$ cat src/hw/rtl/srpc_pkg.sv
// Shared types and constants for the stepper ramp profile controller.
`default_nettype none

package srpc_pkg;

    // Item kinds carried on the input tuser field.
    typedef enum logic [2:0] {
        ACT_MOTION_TICK = 3'd0,
        ACT_START       = 3'd1,
        ACT_STOP        = 3'd2,
        ACT_LOAD_ENTRY  = 3'd3,
        ACT_SELECT      = 3'd4,
        ACT_IDLE_TICK   = 3'd5
    } t_action;

    // Configuration register indexes.
    typedef enum logic [1:0] {
        CFG_MOTOR_ATTR     = 2'd0,
        CFG_EXT_ATTR       = 2'd1,
        CFG_HOLD_TRANSPORT = 2'd2,
        CFG_HOLD_IDLE      = 2'd3
    } t_cfg_reg;

    // Field widths fixed by the interface.
    localparam int unsigned ACTION_W = 3;
    localparam int unsigned FIELD3_W = 3;
    localparam int unsigned BYTE_W   = 8;
    localparam int unsigned WORD_W   = 16;
    localparam int unsigned HOLD_W   = 20;
    localparam int unsigned DWELL_W  = 9;
    localparam int unsigned ENTRY_W  = 16;
    localparam int unsigned CFG_AW   = 2;
    localparam int unsigned CFG_DW   = 20;

    // Input tdata layout, lowest bit first.
    localparam int unsigned IN_TDATA_W    = 24;
    localparam int unsigned IN_PROF_LSB   = 0;
    localparam int unsigned IN_INDEX_LSB  = 3;
    localparam int unsigned IN_DWELL_LSB  = 6;
    localparam int unsigned IN_CLOCK_LSB  = 14;
    localparam int unsigned IN_TRANSP_BIT = 22;

    // Output tdata layout, lowest bit first.
    localparam int unsigned OUT_TDATA_W    = 40;
    localparam int unsigned OUT_WORD_LSB   = 0;
    localparam int unsigned OUT_EXT_LSB    = 16;
    localparam int unsigned OUT_ENTRY_LSB  = 32;
    localparam int unsigned OUT_MOVING_BIT = 35;
    localparam int unsigned OUT_EXCITE_BIT = 36;
    localparam int unsigned OUT_CLUTCH_BIT = 37;

    // Reset values of the hold count registers.
    localparam logic [HOLD_W-1:0] HOLD_TRANSPORT_RST = 20'd360000;
    localparam logic [HOLD_W-1:0] HOLD_IDLE_RST      = 20'd200;

endpackage

`default_nettype wire

$ cat src/hw/rtl/stepper_ramp_profile_controller_unit.sv
// Top level of the stepper ramp profile controller.
//
// The block takes one command per cycle on the input stream and returns exactly one
// result per command. The accepting edge reads the speed table (current entry and the
// next entry of the active profile at once) into the read stage; when the read stage
// advances, the ramp pointer, dwell and hold counters are updated and the output
// register is loaded with the result, which waits there until the output side takes it.
// The table address for each command is formed from the pointer state that the
// command before it leaves, so a new command can be taken in every cycle; the
// throughput is one command per cycle, limited only by the output side's tready.
// Table loads are written when accepted and are seen by every later command.
// The table has no reset; an entry must be loaded before a profile that uses it
// is selected or ticked. Configuration must be written only while no command is in
// flight; the write port has no interlock against commands in the pipeline.
`default_nettype none

module stepper_ramp_profile_controller_unit
    import srpc_pkg::*;
#(
    parameter int unsigned PROFILE_COUNT       = 8,
    parameter int unsigned ENTRIES_PER_PROFILE = 8,
    parameter int unsigned EXCITE_BIT          = 0,
    parameter int unsigned START_BIT           = 1
) (
    input  wire logic                   i_clk,
    input  wire logic                   i_rst_n,
    // Input stream: tdata = profile, entry_index, entry_dwell, entry_clock,
    // in_transport (lowest bit first); tuser = action.
    input  wire logic                   s_axis_tvalid,
    output logic                        s_axis_tready,
    input  wire logic [IN_TDATA_W-1:0]  s_axis_tdata,
    input  wire logic [ACTION_W-1:0]    s_axis_tuser,
    // Output stream: tdata = timer_word, timer_word_ext, speed_entry, moving,
    // excited, clutch_release (lowest bit first).
    output logic                        m_axis_tvalid,
    input  wire logic                   m_axis_tready,
    output logic      [OUT_TDATA_W-1:0] m_axis_tdata,
    // Configuration write port.
    input  wire logic                   i_cfg_we,
    input  wire logic [CFG_AW-1:0]      i_cfg_index,
    input  wire logic [CFG_DW-1:0]      i_cfg_data
);

    localparam int unsigned DEPTH = PROFILE_COUNT * ENTRIES_PER_PROFILE;
    localparam int unsigned AW    = $clog2(DEPTH);
    localparam int unsigned PW    = (PROFILE_COUNT > 1) ? $clog2(PROFILE_COUNT) : 1;
    localparam int unsigned IW    = $clog2(ENTRIES_PER_PROFILE);
    localparam logic [WORD_W-1:0] EXCITE_MASK = WORD_W'(1) << EXCITE_BIT;
    localparam logic [WORD_W-1:0] START_MASK  = WORD_W'(1) << START_BIT;
    localparam logic [IW-1:0]     LAST_INDEX  = IW'(ENTRIES_PER_PROFILE - 1);

    // Table address of an entry within a profile.
    function automatic logic [AW-1:0] f_addr(input logic [PW-1:0] p, input logic [IW-1:0] x);
        return AW'(p) * AW'(ENTRIES_PER_PROFILE) + AW'(x);
    endfunction

    // Input field split.
    t_action               w_in_action;
    logic [FIELD3_W-1:0]   w_in_profile;
    logic [FIELD3_W-1:0]   w_in_index;
    logic [BYTE_W-1:0]     w_in_dwell;
    logic [BYTE_W-1:0]     w_in_clock;
    logic                  w_in_transport;
    logic                  w_in_prof_ok;
    logic                  w_in_index_ok;

    assign w_in_action    = t_action'(s_axis_tuser);
    assign w_in_profile   = s_axis_tdata[IN_PROF_LSB +: FIELD3_W];
    assign w_in_index     = s_axis_tdata[IN_INDEX_LSB +: FIELD3_W];
    assign w_in_dwell     = s_axis_tdata[IN_DWELL_LSB +: BYTE_W];
    assign w_in_clock     = s_axis_tdata[IN_CLOCK_LSB +: BYTE_W];
    assign w_in_transport = s_axis_tdata[IN_TRANSP_BIT];
    assign w_in_prof_ok   = (int'(w_in_profile) < PROFILE_COUNT);
    assign w_in_index_ok  = (int'(w_in_index) < ENTRIES_PER_PROFILE);

    // Configuration registers.
    logic [WORD_W-1:0] r_motor_attr;
    logic [WORD_W-1:0] r_ext_attr;
    logic [HOLD_W-1:0] r_hold_transport;
    logic [HOLD_W-1:0] r_hold_idle;

    always_ff @(posedge i_clk) begin
        if (!i_rst_n) begin
            r_motor_attr     <= '0;
            r_ext_attr       <= '0;
            r_hold_transport <= HOLD_TRANSPORT_RST;
            r_hold_idle      <= HOLD_IDLE_RST;
        end else if (i_cfg_we) begin
            unique case (t_cfg_reg'(i_cfg_index))
                CFG_MOTOR_ATTR:     r_motor_attr     <= i_cfg_data[WORD_W-1:0];
                CFG_EXT_ATTR:       r_ext_attr       <= i_cfg_data[WORD_W-1:0];
                CFG_HOLD_TRANSPORT: r_hold_transport <= i_cfg_data[HOLD_W-1:0];
                CFG_HOLD_IDLE:      r_hold_idle      <= i_cfg_data[HOLD_W-1:0];
                default:            r_hold_idle      <= r_hold_idle;
            endcase
        end
    end

    // Controller state.
    logic [PW-1:0]      r_profile,     n_profile;
    logic [IW-1:0]      r_speed_index, n_speed_index;
    logic [DWELL_W-1:0] r_dwell,       n_dwell;
    logic               r_ramp_up,     n_ramp_up;
    logic               r_motion,      n_motion;
    logic [HOLD_W-1:0]  r_hold,        n_hold;
    logic [WORD_W-1:0]  r_word,        n_word;
    logic               n_clutch;

    // Read stage and output register.
    logic               r_p_valid;
    t_action            r_p_action;
    logic [FIELD3_W-1:0] r_p_profile;
    logic               r_p_transport;
    logic               r_o_valid;
    logic [WORD_W-1:0]  r_o_word;
    logic [WORD_W-1:0]  r_o_ext;
    logic [FIELD3_W-1:0] r_o_entry;
    logic               r_o_moving;
    logic               r_o_excited;
    logic               r_o_clutch;

    logic w_adv;
    logic w_accept;

    assign w_adv         = r_p_valid && (!r_o_valid || m_axis_tready);
    assign s_axis_tready = !r_p_valid || w_adv;
    assign w_accept      = s_axis_tvalid && s_axis_tready;

    // Table reads for the accepted command use the pointer state left by the one before.
    logic [PW-1:0]      w_rd_profile;
    logic [IW-1:0]      w_rd_index;
    logic [IW-1:0]      w_rd_next;
    logic               w_tbl_we;
    logic [ENTRY_W-1:0] w_rdata_cur;
    logic [ENTRY_W-1:0] w_rdata_nxt;

    always_comb begin
        if (w_in_action == ACT_SELECT && w_in_prof_ok) begin
            w_rd_profile = PW'(w_in_profile);
            w_rd_index   = '0;
        end else begin
            w_rd_profile = n_profile;
            w_rd_index   = n_speed_index;
        end
        w_rd_next = (w_rd_index == LAST_INDEX) ? w_rd_index : w_rd_index + IW'(1);
    end

    assign w_tbl_we = w_accept && (w_in_action == ACT_LOAD_ENTRY)
                      && w_in_prof_ok && w_in_index_ok;

    srpc_table #(
        .DEPTH (DEPTH),
        .AW    (AW)
    ) u_table (
        .i_clk     (i_clk),
        .i_we      (w_tbl_we),
        .i_waddr   (f_addr(PW'(w_in_profile), IW'(w_in_index))),
        .i_wdata   ({w_in_dwell, w_in_clock}),
        .i_re      (w_accept),
        .i_raddr_a (f_addr(w_rd_profile, w_rd_index)),
        .i_raddr_b (f_addr(w_rd_profile, w_rd_next)),
        .o_rdata_a (w_rdata_cur),
        .o_rdata_b (w_rdata_nxt)
    );

    // Command execution on the table data.
    logic [DWELL_W-1:0] w_cur_dwell;
    logic [DWELL_W-1:0] w_nxt_dwell;
    logic [DWELL_W-1:0] w_dwell_dn;
    logic [DWELL_W-1:0] w_dwell_up;
    logic [HOLD_W-1:0]  w_hold_dn;

    assign w_cur_dwell = DWELL_W'(w_rdata_cur[ENTRY_W-1:BYTE_W]);
    assign w_nxt_dwell = DWELL_W'(w_rdata_nxt[ENTRY_W-1:BYTE_W]);
    assign w_dwell_dn  = r_dwell - DWELL_W'(1);
    assign w_dwell_up  = r_dwell + DWELL_W'(1);
    assign w_hold_dn   = (r_hold != '0) ? r_hold - HOLD_W'(1) : r_hold;

    always_comb begin
        n_profile     = r_profile;
        n_speed_index = r_speed_index;
        n_dwell       = r_dwell;
        n_ramp_up     = r_ramp_up;
        n_motion      = r_motion;
        n_hold        = r_hold;
        n_word        = r_word;
        n_clutch      = 1'b0;
        if (w_adv) begin
            unique case (r_p_action)
                ACT_MOTION_TICK: begin
                    n_word = r_motor_attr | WORD_W'(w_rdata_cur[BYTE_W-1:0]) | START_MASK;
                    n_hold = r_p_transport ? r_hold_transport : r_hold_idle;
                    if (r_ramp_up) begin
                        // Count down; at zero advance and reload from the new entry.
                        if (r_dwell != '0) begin
                            n_dwell = w_dwell_dn;
                            if (w_dwell_dn == '0) begin
                                if (r_speed_index != LAST_INDEX) begin
                                    n_speed_index = r_speed_index + IW'(1);
                                end
                                n_dwell = w_nxt_dwell;
                            end
                        end
                    end else begin
                        // Count up; past the entry's dwell step back toward entry zero.
                        n_dwell = w_dwell_up;
                        if (w_dwell_up > w_cur_dwell) begin
                            n_dwell = DWELL_W'(1);
                            if (r_speed_index != '0) begin
                                n_speed_index = r_speed_index - IW'(1);
                            end
                        end
                    end
                end
                ACT_START: begin
                    n_ramp_up = 1'b1;
                    n_motion  = 1'b1;
                end
                ACT_STOP: begin
                    n_ramp_up = 1'b0;
                    n_motion  = 1'b0;
                    n_word    = r_word & ~(EXCITE_MASK | START_MASK);
                    n_clutch  = 1'b1;
                end
                ACT_SELECT: begin
                    if (int'(r_p_profile) < PROFILE_COUNT) begin
                        n_profile     = PW'(r_p_profile);
                        n_speed_index = '0;
                        n_dwell       = w_cur_dwell;
                        n_word        = r_motor_attr | WORD_W'(w_rdata_cur[BYTE_W-1:0]);
                    end
                end
                ACT_IDLE_TICK: begin
                    // Hold count runs down only while excited; release at zero.
                    if (r_word[EXCITE_BIT]) begin
                        n_hold = w_hold_dn;
                        if (w_hold_dn == '0) begin
                            n_word   = r_word & ~(EXCITE_MASK | START_MASK);
                            n_clutch = 1'b1;
                        end
                    end
                end
                default: begin
                    // Table loads were written at acceptance; unused codes do nothing.
                    n_clutch = 1'b0;
                end
            endcase
        end
    end

    // State update.
    always_ff @(posedge i_clk) begin
        if (!i_rst_n) begin
            r_profile     <= '0;
            r_speed_index <= '0;
            r_dwell       <= '0;
            r_ramp_up     <= 1'b0;
            r_motion      <= 1'b0;
            r_hold        <= '0;
            r_word        <= '0;
        end else begin
            r_profile     <= n_profile;
            r_speed_index <= n_speed_index;
            r_dwell       <= n_dwell;
            r_ramp_up     <= n_ramp_up;
            r_motion      <= n_motion;
            r_hold        <= n_hold;
            r_word        <= n_word;
        end
    end

    // Read stage control.
    always_ff @(posedge i_clk) begin
        if (!i_rst_n) begin
            r_p_valid <= 1'b0;
        end else if (w_accept) begin
            r_p_valid <= 1'b1;
        end else if (w_adv) begin
            r_p_valid <= 1'b0;
        end
    end

    // Read stage payload.
    always_ff @(posedge i_clk) begin
        if (w_accept) begin
            r_p_action    <= w_in_action;
            r_p_profile   <= w_in_profile;
            r_p_transport <= w_in_transport;
        end
    end

    // Output register control.
    always_ff @(posedge i_clk) begin
        if (!i_rst_n) begin
            r_o_valid <= 1'b0;
        end else if (w_adv) begin
            r_o_valid <= 1'b1;
        end else if (m_axis_tready) begin
            r_o_valid <= 1'b0;
        end
    end

    // Output register payload.
    always_ff @(posedge i_clk) begin
        if (w_adv) begin
            r_o_word    <= n_word;
            r_o_ext     <= r_ext_attr;
            r_o_entry   <= FIELD3_W'(n_speed_index);
            r_o_moving  <= n_motion;
            r_o_excited <= n_word[EXCITE_BIT];
            r_o_clutch  <= n_clutch;
        end
    end

    assign m_axis_tvalid = r_o_valid;
    assign m_axis_tdata  = {2'b00, r_o_clutch, r_o_excited, r_o_moving,
                            r_o_entry, r_o_ext, r_o_word};

    // A result that releases the clutch never leaves the motor excited or started.
    assert property (@(posedge i_clk) disable iff (!i_rst_n)
        r_o_valid && r_o_clutch |-> !r_o_word[EXCITE_BIT] && !r_o_word[START_BIT])
        else $error("clutch release with excite or start bit set");

    // The excited flag always follows the excite bit of the driven word.
    assert property (@(posedge i_clk) disable iff (!i_rst_n)
        r_o_valid |-> r_o_excited == r_o_word[EXCITE_BIT])
        else $error("excited flag differs from timer word");

    // The ramp pointer stays inside the profile.
    assert property (@(posedge i_clk) disable iff (!i_rst_n)
        int'(r_speed_index) < ENTRIES_PER_PROFILE)
        else $error("speed index beyond last entry");

    // A command stalled in the read stage is kept, not dropped.
    assert property (@(posedge i_clk) disable iff (!i_rst_n)
        r_p_valid && !w_adv |=> r_p_valid && $stable(r_p_action))
        else $error("stalled command lost");

    // Pointer state moves only when a command completes.
    assert property (@(posedge i_clk) disable iff (!i_rst_n)
        !w_adv |=> $stable(r_speed_index) && $stable(r_dwell) && $stable(r_hold))
        else $error("state changed without a command");

endmodule

`default_nettype wire

$ cat src/hw/rtl/srpc_table.sv
// Speed entry table: one write port and two registered read ports.
`default_nettype none

module srpc_table
    import srpc_pkg::*;
#(
    parameter int unsigned DEPTH = 64,
    parameter int unsigned AW    = 6
) (
    input  wire logic               i_clk,
    input  wire logic               i_we,
    input  wire logic [AW-1:0]      i_waddr,
    input  wire logic [ENTRY_W-1:0] i_wdata,
    input  wire logic               i_re,
    input  wire logic [AW-1:0]      i_raddr_a,
    input  wire logic [AW-1:0]      i_raddr_b,
    output logic      [ENTRY_W-1:0] o_rdata_a,
    output logic      [ENTRY_W-1:0] o_rdata_b
);

    logic [ENTRY_W-1:0] r_mem [DEPTH];

    // Write port.
    always_ff @(posedge i_clk) begin
        if (i_we) begin
            r_mem[i_waddr] <= i_wdata;
        end
    end

    // Both read ports are registered and update only when the read enable is set.
    always_ff @(posedge i_clk) begin
        if (i_re) begin
            o_rdata_a <= r_mem[i_raddr_a];
            o_rdata_b <= r_mem[i_raddr_b];
        end
    end

endmodule

`default_nettype wire

$ cat config.mk
export PLATFORM = sky130hd
export DESIGN_NAME = stepper_ramp_profile_controller_unit
export DESIGN_NICKNAME = d
export VERILOG_FILES = /design/src/hw/rtl/srpc_pkg.sv /design/src/hw/rtl/stepper_ramp_profile_controller_unit.sv /design/src/hw/rtl/srpc_table.sv
export SDC_FILE = /design/constraint.sdc
export NUM_CORES = 2
export LEC_CHECK = 0
export BUFFER_PORTS_ARGS = -buffer_cell sky130_fd_sc_hd__buf_2
export CORE_MARGIN = 2
export CORE_UTILIZATION = 40
export DETAILED_ROUTE_END_ITERATION = 8
export PLACE_DENSITY_LB_ADDON = 0.25
export SYNTH_ARGS = -nofsm -noshare
export SYNTH_HDL_FRONTEND = slang
export SYNTH_SLANG_ARGS = --single-unit
$ cat constraint.sdc
create_clock -name i_clk -period 7.7 [get_ports i_clk]
set_clock_uncertainty 0.05 [all_clocks]
set_input_delay 1.54 -clock i_clk [delete_from_list [all_inputs] [get_ports i_clk]]
set_output_delay 1.54 -clock i_clk [all_outputs]
set_load 0.02 [all_outputs]
# [Word-level counts from Yosys, hierarchy flattened]
# Memories as Yosys holds them, arrays and structs flattened. A register that Yosys moved wholly into a read port is not among the register bits.
# Cells that the tools add are included.
[classes] addsub=9 magnitude_cmp=1 eq_ne=13 n_mux=38 n_bitwise=1 n_reduce_logical=26
[op_table] op="$pmux 16 s4" n=1
[op_table] op="$mux 20" n=3
[op_table] op="$pmux 20 s2" n=1
[op_table] op="$mux 3" n=12
[op_table] op="$mux 9" n=4
[op_table] op="$logic_not 20->1" n=1
[op_table] op="$reduce_bool 20->1" n=1
[op_table] op="$sub 20x1->20 const B" n=1
[op_table] op="$add 6x3->6" n=3
[op_table] op="$pmux 9 s2" n=1
[op_table] op="$mux 16" n=1
[op_table] op="$or 16x8->16" n=1
[op_table] op="$eq 3x3->1 const B" n=4
[op_table] op="$reduce_and 2->1" n=5
[op_table] op="$reduce_bool 2->1" n=5
[op_table] op="$add 9x1->9 const B" n=1
[op_table] op="$gt 9x8->1" n=1
[op_table] op="$logic_not 9->1" n=1
[op_table] op="$mux 1" n=9
[op_table] op="$reduce_bool 9->1" n=1
[op_table] op="$sub 9x1->9 const B" n=1
[op_table] op="$add 3x1->3 const B" n=2
[op_table] op="$eq 3x2->1 const B" n=2
[op_table] op="$ne 3x3->1 const B" n=2
[op_table] op="other kinds (15)" n=24
[totals] reg_bits=172 ram_bits=1024 memories=1
[mem_list] memory="u_table.r_mem" words=64 width=16 read_ports=2 rd_clocked_by_memory_dff=2 write_ports=1 line="srpc_table.sv:21" rtl="logic [ENTRY_W-1:0] r_mem [DEPTH];"

# [Longest topological paths before layout]
[depth] ltp_word=11 mapped_depth=31 depth_no_buf=24

# [Hierarchy]
# From an unflattened synthesis, not the netlist that was laid out.
[unflattened] hier_cells=3549 hier_area_um2=57303.7
[by_module_without_submodules] module="srpc_table" instances=1 cells_per_inst=2582 area_per_inst_um2=49157.1 seq_area_each_um2=31710.4
[by_module_without_submodules] module="stepper_ramp_profile_controller_unit" instances=1 cells_per_inst=967 area_per_inst_um2=8146.6 seq_area_each_um2=3863.7

# [Worst setup path after synthesis]
# Ideal clock, no wire load.
[synth_path] path_type="input to register" from="input m_axis_tready" to="register u_table.o_rdata_b[10], read port of u_table.r_mem (data pin)" setup_ps=265 t_arrival_ps=6152 t_required_ps=7385 setup_slack_ps=1233 path_stages=27 path_buffers=7 path_cell_list="nor2b_1 > clkbuf_1 > nor4_1 > nand2_1 > a221o_1 > o211ai_1 > a21oi_2 > inv_2 > nand2_1 > inv_2 > buf_6 > buf_6 > buf_2 > ha_1 > nand2_1 > a211oi_1 > a221o_1 > and2_1 > mux2_4 > buf_6 > buf_2 > buf_2 > mux2i_1 > o22ai_1 > o21ai_0 > o2111ai_1 > or3_1"
[synth_between] elab_chain_cells=7 elab_cells_between_ends=12 classes_between="2 x add/sub; 1 x eq/ne; 5 x mux; 4 x reduce/logical"
[synth_lines] element="from (decl)" line="stepper_ramp_profile_controller_unit.sv:36" rtl="input wire logic m_axis_tready,"
[synth_lines] element="$logic_or 1x1->1 *" line="stepper_ramp_profile_controller_unit.sv:125" rtl="assign w_adv = r_p_valid && (!r_o_valid || m_axis_tready);"
[synth_lines] element="$logic_and 1x1->1 *" line="stepper_ramp_profile_controller_unit.sv:125"
[synth_lines] element="$mux 3" line="stepper_ramp_profile_controller_unit.sv:188" rtl="if (w_adv) begin"
[synth_lines] element="$mux 3" line="stepper_ramp_profile_controller_unit.sv:138" rtl="if (w_in_action == ACT_SELECT && w_in_prof_ok) begin"
[synth_lines] element="$add 3x1->3 or $eq 3x3->1 (tied branches)" line="stepper_ramp_profile_controller_unit.sv:145" rtl="w_rd_next = (w_rd_index == LAST_INDEX) ? w_rd_index : w_rd_index + IW'(1);"
[synth_lines] element="$mux 3" line="stepper_ramp_profile_controller_unit.sv:145"
[synth_lines] element="$add 6x3->6" line="stepper_ramp_profile_controller_unit.sv:54" rtl="return AW'(p) * AW'(ENTRIES_PER_PROFILE) + AW'(x);"
[synth_lines] element="to (decl)" line="srpc_table.sv:18" rtl="output logic [ENTRY_W-1:0] o_rdata_b"
# Every way passes the cells marked *; elsewhere a longest branch is shown, timed or not.
# A chain may end at the register's enable or synchronous reset.

# [Final worst setup path]
[layout_path] from="register r_dwell[1]" to="register u_table.o_rdata_b[8], read port of u_table.r_mem (data pin)"
[layout_between] elab_chain_cells=11 elab_cells_between_ends=16 classes_between="4 x add/sub; 1 x order compare; 1 x eq/ne; 8 x mux; 2 x reduce/logical"
[layout_lines] element="from (decl)" line="stepper_ramp_profile_controller_unit.sv:102" rtl="logic [DWELL_W-1:0] r_dwell, n_dwell;"
[layout_lines] element="from (signal assigned)" line="stepper_ramp_profile_controller_unit.sv:264" rtl="r_dwell <= n_dwell;"
[layout_lines] element="parallel branches: the longest is 4 deep, another holds $add 9x1->9"
[layout_lines] element="$mux 3 *" line="stepper_ramp_profile_controller_unit.sv:193" rtl="if (r_ramp_up) begin"
[layout_lines] element="$pmux 3 s2 *" line="stepper_ramp_profile_controller_unit.sv:189" rtl="unique case (r_p_action)"
[layout_lines] element="$mux 3 *" line="stepper_ramp_profile_controller_unit.sv:188"
[layout_lines] element="net n_speed_index[1]" line="stepper_ramp_profile_controller_unit.sv:101" rtl="logic [IW-1:0] r_speed_index, n_speed_index;"
[layout_lines] element="$mux 3 *" line="stepper_ramp_profile_controller_unit.sv:138"
[layout_lines] element="$add 3x1->3 or $eq 3x3->1 (tied branches)" line="stepper_ramp_profile_controller_unit.sv:145"
[layout_lines] element="$mux 3 *" line="stepper_ramp_profile_controller_unit.sv:145"
[layout_lines] element="$add 6x3->6 *" line="stepper_ramp_profile_controller_unit.sv:54"
# Mark *: on every way through the listed nets, which the timed path passes.

==> run_summary.xml <==
<?xml version="1.0" encoding="UTF-8"?>
<metrics>
  <group name="status">
    <metric name="outcome" unit="">finished, final reports clean</metric>
  </group>
  <group name="worst_hold_path">
    <metric name="hold_path_class" unit="">reg2reg</metric>
  </group>
  <group name="placed_design">
    <metric name="global_placement_routability_congestion" unit="">0.945</metric>
    <metric name="dpl.cell_count" unit="">5978</metric>
    <metric name="io_buffers" unit="">92</metric>
    <metric name="hpwl" unit="um">94700</metric>
  </group>
  <group name="grt">
    <metric name="antenna_found_initial" unit="">11</metric>
    <metric name="globalRoute.totalOverflow" unit="">0</metric>
    <metric name="grt_pass1_vias" unit="">35063</metric>
    <metric name="grt_start_max_net_pins" unit="">128</metric>
    <metric name="wire_length_of_the_first_global_routing_pass" unit="um">235000</metric>
    <metric name="grt_usage" unit="%">23.1</metric>
  </group>
  <group name="clock_tree">
    <metric name="cts_resized" unit="">0</metric>
    <metric name="cts.reportedPaths.clkPinSlew" unit="ns">0.06</metric>
    <metric name="clkSinkCount" unit="">1219</metric>
    <metric name="cts.htree.levels" unit="">4</metric>
    <metric name="cts-root-to-sink-buffers" unit="">3</metric>
    <metric name="ctsHoldBuffers" unit="">0</metric>
    <metric name="numCtsBuffers" unit="">135</metric>
    <metric name="clock_latency_reported_for_the_late_side_of_the_worst_skew_pair" unit="ns">0.78</metric>
    <metric name="clock_tree.root_cell" unit="">sky130_fd_sc_hd__clkbuf_16</metric>
    <metric name="tritoncts" unit="">built</metric>
    <metric name="postCtsSetupBuffers" unit="">0</metric>
  </group>
  <group name="setup_path">
    <metric name="crit_path_start_kind" unit="">flop</metric>
    <metric name="cp_data_required_time" unit="ns">8.17</metric>
    <metric name="crit_arrival" unit="ns">7.74</metric>
    <metric name="critical_path.max_stage_delay" unit="ns">0.82</metric>
    <metric name="critical_path_peak_fanout" unit="">54</metric>
    <metric name="cpMaxStageDelayCell" unit="">sky130_fd_sc_hd__nor4_1</metric>
    <metric name="critPathMostFrequentCell" unit="">sky130_fd_sc_hd__nand2_1</metric>
    <metric name="crit_path_end_kind" unit="">flop</metric>
    <metric name="critPathKind" unit="">reg2reg</metric>
  </group>
  <group name="timing">
    <metric name="finalMaxSlewViolations" unit="">0</metric>
    <metric name="hold_viol_final" unit="">0</metric>
    <metric name="maximum_clock_rate" unit="MHz">138</metric>
    <metric name="finalCriticalPeriod" unit="ns">7.27</metric>
    <metric name="grt_setup_unrepaired" unit="">no</metric>
    <metric name="tns" unit="ns">0</metric>
    <metric name="timing.final.crit_share" unit="%">94.4</metric>
    <metric name="tightestPinTransition" unit="ns">1.28</metric>
    <metric name="worst_slew_margin_rel" unit="%">14.6</metric>
    <metric name="total_of_endpoints_with_negative_setup_slack_in_the_final_report" unit="">0</metric>
  </group>
  <group name="floorplan">
    <metric name="die_width" unit="um">371</metric>
    <metric name="floorplan.die_area" unit="sq um">138000</metric>
    <metric name="vertical_extent_of_the_die" unit="um">371</metric>
    <metric name="rows" unit="">134</metric>
    <metric name="num_io_pins" unit="">96</metric>
    <metric name="core_region_area" unit="sq um">134000</metric>
    <metric name="initial_core_util" unit="%">40.3</metric>
  </group>
  <group name="yosys">
    <metric name="yosysTopAreaCellShare" unit="%">60.8</metric>
    <metric name="number_of_flip_flops_and_latches_in_the_synthesized_netlist" unit="">1219</metric>
    <metric name="yosys_warnings" unit="">0</metric>
    <metric name="synth.yosys.seq_area_share" unit="%">65.6</metric>
    <metric name="syn_avg_cell_area" unit="sq um">12.6</metric>
    <metric name="synth_largest_area_cell" unit="">sky130_fd_sc_hd__edfxtp_1</metric>
    <metric name="synth_cell_type_count" unit="">70</metric>
    <metric name="post_synth_instance_area" unit="sq um">53900</metric>
    <metric name="synthFlopType" unit="">sky130_fd_sc_hd__edfxtp_1</metric>
    <metric name="synth-edff-count" unit="">1092</metric>
    <metric name="synth_cells" unit="">4270</metric>
    <metric name="synth-async-reset-ratio" unit="%">0</metric>
    <metric name="synthTopCellsByArea" unit="">sky130_fd_sc_hd__edfxtp_1 61%, sky130_fd_sc_hd__mux2i_1 6.6%, sky130_fd_sc_hd__nand2_1 5.0%</metric>
  </group>
  <group name="finish">
    <metric name="register_area" unit="sq um">35300</metric>
    <metric name="layout.nets" unit="">4420</metric>
    <metric name="layout-drive-gt1-share" unit="%">12.3</metric>
    <metric name="most-common-layout-cells" unit="">1092 x sky130_fd_sc_hd__edfxtp_1, 710 x sky130_fd_sc_hd__nand2_1, 356 x sky130_fd_sc_hd__mux2i_1</metric>
    <metric name="area_overhead_of_the_layout_relative_to_synthesis" unit="%">13.5</metric>
    <metric name="multiInputGateArea" unit="sq um">17300</metric>
    <metric name="finish.cell_count_without_fillers" unit="">6222</metric>
    <metric name="fillCellCount" unit="">11880</metric>
    <metric name="layout.cells.most_common" unit="">sky130_fd_sc_hd__edfxtp_1</metric>
  </group>
  <group name="routing">
    <metric name="vias_per_cell" unit="">5.90</metric>
    <metric name="post-route-drc-count" unit="">0</metric>
    <metric name="drt-total-wl" unit="um">162000</metric>
    <metric name="drt_pass1_iterations" unit="">6</metric>
    <metric name="routedWlPerCell" unit="um">26.0</metric>
    <metric name="route.vias.total" unit="">36694</metric>
    <metric name="drt-initial-drc-count" unit="">4283</metric>
    <metric name="final_antenna_net_count" unit="">0</metric>
  </group>
  <group name="pwr">
    <metric name="power.static_leakage" unit="nW">19.6</metric>
    <metric name="p_per_area" unit="nW/um^2">230</metric>
    <metric name="final_total_pwr" unit="mW">14.1</metric>
    <metric name="max-vdd-ir-drop" unit="uV">163</metric>
  </group>
  <group name="flow_run">
    <metric name="cap_violations" unit="">0</metric>
  </group>
</metrics>
-- power breakdown --
group / internal [mW] / switching [mW]
clock network: 3.62 / 2.65
logic: 0.139 / 0.393
registers: 7.25 / 0.0245
-- cell usage after synthesis, types with 7 or more instances --
| cell type | number |
|---|---|
| sky130_fd_sc_hd__nand4_1 | 11 |
| sky130_fd_sc_hd__buf_4 | 13 |
| sky130_fd_sc_hd__o311ai_0 | 72 |
| sky130_fd_sc_hd__nand2_1 | 712 |
| sky130_fd_sc_hd__nor2_1 | 230 |
| sky130_fd_sc_hd__o21ai_0 | 116 |
| sky130_fd_sc_hd__a221o_1 | 18 |
| sky130_fd_sc_hd__nor2b_1 | 26 |
| sky130_fd_sc_hd__edfxtp_1 | 1092 |
| sky130_fd_sc_hd__o22ai_1 | 80 |
| sky130_fd_sc_hd__or3_1 | 103 |
| sky130_fd_sc_hd__a21oi_1 | 183 |
| sky130_fd_sc_hd__xnor2_1 | 12 |
| sky130_fd_sc_hd__ha_1 | 18 |
| sky130_fd_sc_hd__mux2i_1 | 357 |
| sky130_fd_sc_hd__dfxtp_1 | 127 |
| sky130_fd_sc_hd__xor2_1 | 7 |
| sky130_fd_sc_hd__a311oi_1 | 80 |
| sky130_fd_sc_hd__inv_1 | 23 |
| sky130_fd_sc_hd__a221oi_1 | 8 |
| sky130_fd_sc_hd__a31oi_1 | 13 |
| sky130_fd_sc_hd__o211ai_1 | 104 |
| sky130_fd_sc_hd__and3_1 | 29 |
| sky130_fd_sc_hd__nor4_1 | 35 |
| sky130_fd_sc_hd__mux4_2 | 43 |
| sky130_fd_sc_hd__nor3_1 | 124 |
| sky130_fd_sc_hd__buf_1 | 30 |
| sky130_fd_sc_hd__a21boi_0 | 69 |
| sky130_fd_sc_hd__a22oi_1 | 32 |
| sky130_fd_sc_hd__a211o_1 | 10 |
| sky130_fd_sc_hd__a211oi_1 | 17 |
| sky130_fd_sc_hd__nand3_1 | 81 |
| sky130_fd_sc_hd__o2111ai_1 | 7 |
| sky130_fd_sc_hd__and2_1 | 23 |
| sky130_fd_sc_hd__clkbuf_1 | 215 |
| sky130_fd_sc_hd__buf_2 | 56 |
| sky130_fd_sc_hd__mux2_2 | 13 |
| sky130_fd_sc_hd__nand2b_1 | 7 |
-- metrics by stage --
step                      hold slack [ns]  utilization, %  cell area [sq um]  worst slack [ns]
after floorplan                     0.358               -              53900              1.23
after global placement              0.363            42.6              56900             0.454
after detailed placement            0.366            42.6              56900             0.416
after CTS                           0.379            45.8              61100             0.503
after global routing                0.385            45.8              61200            0.0327
final                               0.379            45.8              61200             0.429
-- state kept, by name, summed over array words and instances (netlist names), 9 cells and up --
register,flops
r_word,16
r_hold_idle,20
r_ext_attr,16
u_table.o_rdata_a,16
r_hold_transport,20
r_dwell,9
r_hold,20
r_o_word,16
u_table.r_mem,1024
r_o_ext,16
r_motor_attr,16
-- cells by family (layout without fill, tap and decap cells) --
kind of cell	count (synthesis)	after routing	share of synthesized area (%)
buf+inv	345	524	2.66
compound gates	846	846	10.7
flops	1219	1219	65.6
fa+ha+maj	18	18	0.418
xor+xnor	19	19	0.309
simple gates	1408	1408	11.6
other cells	1	5	0.00696
mux	414	415	8.73
-- layout make-up --
class / count / area share, %
Antenna cell: 3 / 0.0123
Clock buffer: 173 / 5.92
Clock inverter: 67 / 1.07
Inverter: 28 / 0.184
Multi-Input combinational cell: 2708 / 28.3
Sequential cell: 1219 / 57.7
Tap cell: 1768 / 3.62
Timing Repair Buffer: 256 / 3.16
-- per-layer routing --
layer,track usage (%),up-vias,part of all wire (%)
met5,0,-,0.016
met4,8.90,4,3.7
met3,4.35,306,8.3
met2,36.3,1627,46
met1,31.9,18325,42
li1,-,16432,-
-- final timing paths --
kind	start	endpoint	slack, ns	cells past startpoint
worst min-delay path	r_ext_attr[6]	r_o_ext[6]	0.38	0
worst max register to register	r_dwell[1]	u_table.o_rdata_b[8]	0.43	25
worst min register to register	r_ext_attr[6]	r_o_ext[6]	0.38	0
worst max-delay path	r_dwell[1]	u_table.o_rdata_b[8]	0.43	25
-- worst max-delay path, delay by kind of cell (launching register included) --
kind | cells | cell delay (ns)
adder cells (fa/ha/maj) | 2 | 0.60
XOR/XNOR | 1 | 0.26
buffers and inverters | 4 | 0.73
AND/OR/NAND/NOR | 8 | 2.39
flip-flops | 1 | 0.57
AO/OA/AOI/OAI | 9 | 2.20
multiplexers | 1 | 0.10
Power figures use the tool's default switching activity.
